## src/sv/cgtr_pkg.sv

```systemverilog
// Shared types, constants and saturation helper for the trust region step core.
package cgtr_pkg;

  localparam int MaxDim    = 16;
  localparam int IdxBits   = 4;
  localparam int DimBits   = 5;
  localparam int ValBits   = 32;
  localparam int AccBits   = 64;
  localparam int RadBits   = 31;
  localparam int CfgAw     = 2;
  localparam int TdInBits  = 72;
  localparam int TdOutBits = 40;
  localparam int BitTop    = 30;

  localparam logic [1:0] OP_LOAD_GRAD = 2'd0;
  localparam logic [1:0] OP_LOAD_HESS = 2'd1;
  localparam logic [1:0] OP_SOLVE     = 2'd2;

  localparam logic [CfgAw-1:0] REG_DIM = '0;
  localparam logic [DimBits-1:0] DIM_RESET = 5'd16;

  localparam logic signed [ValBits-1:0] VAL_MAX = 32'sh7fff_ffff;
  localparam logic signed [ValBits-1:0] VAL_MIN = 32'sh8000_0000;

  typedef enum logic [16:0] {
    S_IDLE     = 17'b1 << 0,
    S_RAD2     = 17'b1 << 1,
    S_INIT     = 17'b1 << 2,
    S_MATVEC   = 17'b1 << 3,
    S_DHD      = 17'b1 << 4,
    S_RR       = 17'b1 << 5,
    S_DIV_GO   = 17'b1 << 6,
    S_DIV_WAIT = 17'b1 << 7,
    S_PNEW     = 17'b1 << 8,
    S_PNORM    = 17'b1 << 9,
    S_RNEW     = 17'b1 << 10,
    S_RNORM    = 17'b1 << 11,
    S_COPYP    = 17'b1 << 12,
    S_UPD      = 17'b1 << 13,
    S_BND      = 17'b1 << 14,
    S_FINAL    = 17'b1 << 15,
    S_OUT      = 17'b1 << 16
  } state_t;

  // Clamp a wide signed value into the signed element range.
  function automatic logic signed [ValBits-1:0] sat32(input logic signed [AccBits-1:0] x);
    logic signed [ValBits-1:0] res;
    if (x > AccBits'(VAL_MAX)) begin
      res = VAL_MAX;
    end else if (x < AccBits'(VAL_MIN)) begin
      res = VAL_MIN;
    end else begin
      res = x[ValBits-1:0];
    end
    return res;
  endfunction

endpackage

```

## src/sv/cgtr_div.sv

```systemverilog
// Restoring divider giving floor(num * 2^16 / den), saturated to the positive element range.
module cgtr_div (
  input  logic                         clk,
  input  logic                         rst_n,
  input  logic                         start,
  input  logic [cgtr_pkg::AccBits-1:0] num,
  input  logic [cgtr_pkg::AccBits-1:0] den,
  output logic                         done,
  output logic [cgtr_pkg::ValBits-1:0] quot
);
  import cgtr_pkg::*;

  logic                   busy_r;
  logic [4:0]             cnt_r;
  logic [AccBits-1:0]     rem_r;
  logic [AccBits-1:0]     den_r;
  logic [30:0]            nlo_r;
  logic [30:0]            q_r;
  logic                   done_r;
  logic [ValBits-1:0]     res_r;
  logic [AccBits:0]       trial_w;
  logic                   ge_w;
  logic [30:0]            qn_w;

  // One quotient bit per cycle: shift in the next numerator bit and try a subtract.
  assign trial_w = {rem_r, nlo_r[30]};
  assign ge_w    = trial_w >= {1'b0, den_r};
  assign qn_w    = {q_r[29:0], ge_w};

  always_ff @(posedge clk) begin
    if (!rst_n) begin
      busy_r <= 1'b0;
      done_r <= 1'b0;
      cnt_r  <= '0;
    end else begin
      done_r <= 1'b0;
      if (start) begin
        den_r <= den;
        if (num == '0 || den == '0) begin
          res_r  <= '0;
          done_r <= 1'b1;
        end else if ({15'b0, num} >= {den, 15'b0}) begin
          res_r  <= VAL_MAX;
          done_r <= 1'b1;
        end else begin
          rem_r  <= {15'b0, num[AccBits-1:15]};
          nlo_r  <= {num[14:0], 16'b0};
          q_r    <= '0;
          cnt_r  <= 5'd31;
          busy_r <= 1'b1;
        end
      end else if (busy_r) begin
        rem_r <= ge_w ? AccBits'(trial_w - {1'b0, den_r}) : trial_w[AccBits-1:0];
        nlo_r <= {nlo_r[29:0], 1'b0};
        q_r   <= qn_w;
        cnt_r <= cnt_r - 5'd1;
        if (cnt_r == 5'd1) begin
          busy_r <= 1'b0;
          done_r <= 1'b1;
          res_r  <= {1'b0, qn_w};
        end
      end
    end
  end

  assign done = done_r;
  assign quot = res_r;

endmodule

```

## config.mk

```make
export PLATFORM = sky130hd
export DESIGN_NAME = cgtr_div
export DESIGN_NICKNAME = d
export VERILOG_FILES = /design/src/sv/cgtr_pkg.sv /design/src/sv/cgtr_div.sv
export SDC_FILE = /design/constraint.sdc
export NUM_CORES = 1
export LEC_CHECK = 0
export ABC_AREA = 1
export BUFFER_PORTS_ARGS = -buffer_cell sky130_fd_sc_hd__buf_2
export CAP_MARGIN = 10
export CELL_PAD_IN_SITES_DETAIL_PLACEMENT = 1
export CELL_PAD_IN_SITES_GLOBAL_PLACEMENT = 1
export CORE_MARGIN = 2
export CORE_UTILIZATION = 25
export DETAILED_ROUTE_END_ITERATION = 7
export PLACE_DENSITY = 0.55
export RECOVER_POWER = 50
export SLEW_MARGIN = 20
export SYNTH_ARGS = -nofsm -noshare
export SYNTH_HDL_FRONTEND = slang
export SYNTH_SLANG_ARGS = --single-unit
export TNS_END_PERCENT = 20
```

## constraint.sdc

```tcl
create_clock -name clk -period 10.7 [get_ports clk]
set_clock_uncertainty 0.2 [all_clocks]
set_input_delay 2.14 -clock clk [delete_from_list [all_inputs] [get_ports clk]]
set_output_delay 2.14 -clock clk [all_outputs]
set_load 0.02 [all_outputs]
```

==> out/results.ini <==
[run_status]
status = finished, violations left
violations = capacitance limit, slew limit

[setup_path]
crit_chain = clkbuf_1 -> clkinv_1 -> clkbuf_1 -> o21ai_0 -> nor2_1
end_kind = register
cp.depth = 5
r2r_start = rem_r[39]
slowest_stage = clkbuf_1
startpoint_type = input pin
critPathBufInv = 3
crit_type = in -> reg
crit_fanout = 80
rr_worst_depth = 14
worstSetupStartpoint = start
crit_arrival_ns = 7.33
cpPeakStageDelay_ns = 2.96
cp_common_cell = clkbuf_1
cp_data_required_time_ns = 10.90
path_delay_family = buffers and inverters

[power]
p_total_mw = 2.76
vdd_ir_drop_max_mv = 0.0913
total_leakage_power_nw = 9.58
p_per_area_nw_per_um2 = 142

[place]
port_buffers = 162
dpl.hpwl_um = 54500
gp_congestion = 0.938

[timing]
fmax_mhz = 140
finalHoldViolCount = 0
max-slew-margin-rel = -1.87
period_minus_slack_ns = 7.13
setup_tns_ns = 0
fin_crit_sh = 0.666
tightestPinTransition_ns = 4.30
rsz0062_at_grt = false
maxSlewViolCount = 212
setup_violations = 0

[yosys]
yosysWarnings = 0
syn_nets = 2685
ys_types = 41
ys_seq_area_frac = 0.371
syn_avg_cell_area_um2 = 6.93
syn_inst = 2438
syn_area_um2 = 16900
ys_ff_latch = 211

[grt]
grt_max_degree = 81
antenna_found_initial = 0
grt_pass1_vias = 17028
overflow = 0
grt_pass1_wl_um = 102000
grt_util_all_layers = 0.190

[final_layout]
num_antenna_cells = 0
final_nets = 2838
syn2layout_area_growth_pct = 14.7
n_fill_cell = 8545
final_layout_size_suffix_gt1_frac = 0.0762

[worst_hold_path]
worstHoldPathType = reg -> reg
hp-start = nlo_r[18]
min_path_cells = 2

[detailed_routing]
routed_via_density = 4.54
ant_nets = 0
wl_per_cell_um = 19.1
vias = 15818
drt_iter0_drc = 839
finalWirelength_um = 66400
drtPass1Iterations = 7
drc_errors = 0

[clocking]
hold_buffers = 0
clockRootBuffer = clkbuf_16
post_cts_resized = 0
numCtsBuffers = 26
cts_sinks = 211
clkTransAtPathRegs_ns = 0.06
clk_latency_ns = 0.59
cts_max_level = 1
post_cts_buffers = 0
clockBufferDepth = 3
cts_tree = done

[job]
drv_cap = 3

[floorplan]
num_rows = 95
die_w_um = 264
fp.coreArea_um2 = 67000
initial_utilization = 0.252
die_h_um = 264
dieArea_um2 = 69700
io_pins = 164

flip-flops by register name, summed over array words and instances, names as in the netlist:
signal and cells:
rem_r 64, cnt_r 5, nlo_r 15, den_r 64
done 1, q_r 30, quot 31, busy_r 1
per-layer routing:
metal,wire (µm),up-vias,track usage,share of wire
li1,-,7918,-,-
met1,31000,7632,0.253,0.47
met5,0,-,0,0
met2,31800,216,0.331,0.48
met4,1370,0,0.0421,0.021
met3,2230,52,0.0205,0.034
cell families (layout without fill, tap and decap cells):
group	Yosys count	in the layout	synth area share
AO/OA/AOI/OAI	174	174	0.0547
other	1	1	0.000222
XOR/XNOR	31	31	0.0161
AND/OR/NAND/NOR	1366	1366	0.345
flip-flops	211	211	0.371
buffers and inverters	539	712	0.126
adder cells (fa/ha/maj)	116	116	0.0864
metrics by stage:
| step | hold slack [ns] | instances | setup slack (ns) | utilization | instance area, µm² |
|---|---|---|---|---|---|
| after floorplan | 0.272 | 2438 | 1.44 | - | 16900 |
| after global placement | 0.294 | 3435 | 4.65 | 0.278 | 18600 |
| after detailed placement | 0.308 | 3435 | 4.53 | 0.278 | 18600 |
| after CTS | 0.321 | 3483 | 5.15 | 0.290 | 19500 |
| after global routing | 0.333 | 3484 | 2.84 | 0.289 | 19400 |
| final | 0.317 | 3484 | 3.57 | 0.289 | 19400 |
report_power, final:
part,internal [mW],leakage [nW],switching [mW]
clock network,0.519,0.423,0.394
logic,0.258,7.17,0.579
registers,0.981,1.99,0.0238
worst paths after layout:
check                                  to  slack (ns)
worst min register to register  nlo_r[19]        0.32
worst max-delay path            rem_r[57]        3.57
worst max register to register  rem_r[44]        6.82
worst min-delay path            nlo_r[19]        0.32
final cells by class:
type                       instances  area [µm²]  share of cell area
clock buffer                      27         654              0.0338
clock inverter                    21         210              0.0108
inverter                         494        1850              0.0957
multi-input combinational       1688        8530               0.440
sequential                       211        6270               0.323
tap                              873        1090              0.0564
timing repair buffer             170         769              0.0397
cells in the final DEF, fill, tap and decap left out, types with 2 or more instances in the layout:
cell type  netlist  final
nand2_1        812    812
inv_1          477    476
nor2_1         275    274
edfxtp_1       204    204
nand3_1        142    141
ha_1           115    115
clkbuf_1        19     94
a21oi_1         89     87
buf_2           12     71
o21ai_0         57     60
nand3_2         42     43
xnor2_1         29     29
clkbuf_16        0     26
nand4_1         24     24
nand3b_1        23     23
nor3_1          15     15
inv_2           15     14
clkinv_1         2     11
o21bai_1        10     10
nor2_2           9      9
nand2_2          9      8
dfxtp_1          7      7
nor4_1           6      6
clkinv_2         0      6
o21a_1           5      5
buf_4            3      5
nor2_4           2      3
a31oi_1          3      3
bufinv_16        0      3
o21ai_1          5      2
a21o_1           2      2
nor3b_1          2      2
and2_1           2      2
xor2_1           2      2
a21oi_4          0      2
o31ai_1          2      2
clkinv_4         0      2
worst min-delay path, cell delays in order (launching register included):
cell      delay [ns]
edfxtp_1        0.32
nand2_1         0.05
nand2_1         0.04
cell usage after synthesis, drive strengths merged:
cell type	count	area (µm²)
a21oi	89	445
inv	492	1850
clkbuf	19	71.3
a31oi	3	18.8
o21bai	10	75.1
nand3	184	1130
a21boi	1	7.51
xnor2	29	254
nor3	16	85.1
nand3b	23	173
clkinv	2	7.51
ha	115	1440
and2	2	12.5
o21ai	62	310
xor2	2	17.5
nand2	821	3100
a21o	2	15.0
nand4	24	150
fa	1	20.0
o21a	5	37.5
or2	2	12.5
buf	26	210
dfxtp	7	140
edfxtp	204	6130
conb	1	3.75
o31ai	2	15.0
nor4	6	37.5
nor3b	2	15.0
nor2	286	1110
Note: power is estimated with default switching activity, not from simulation.
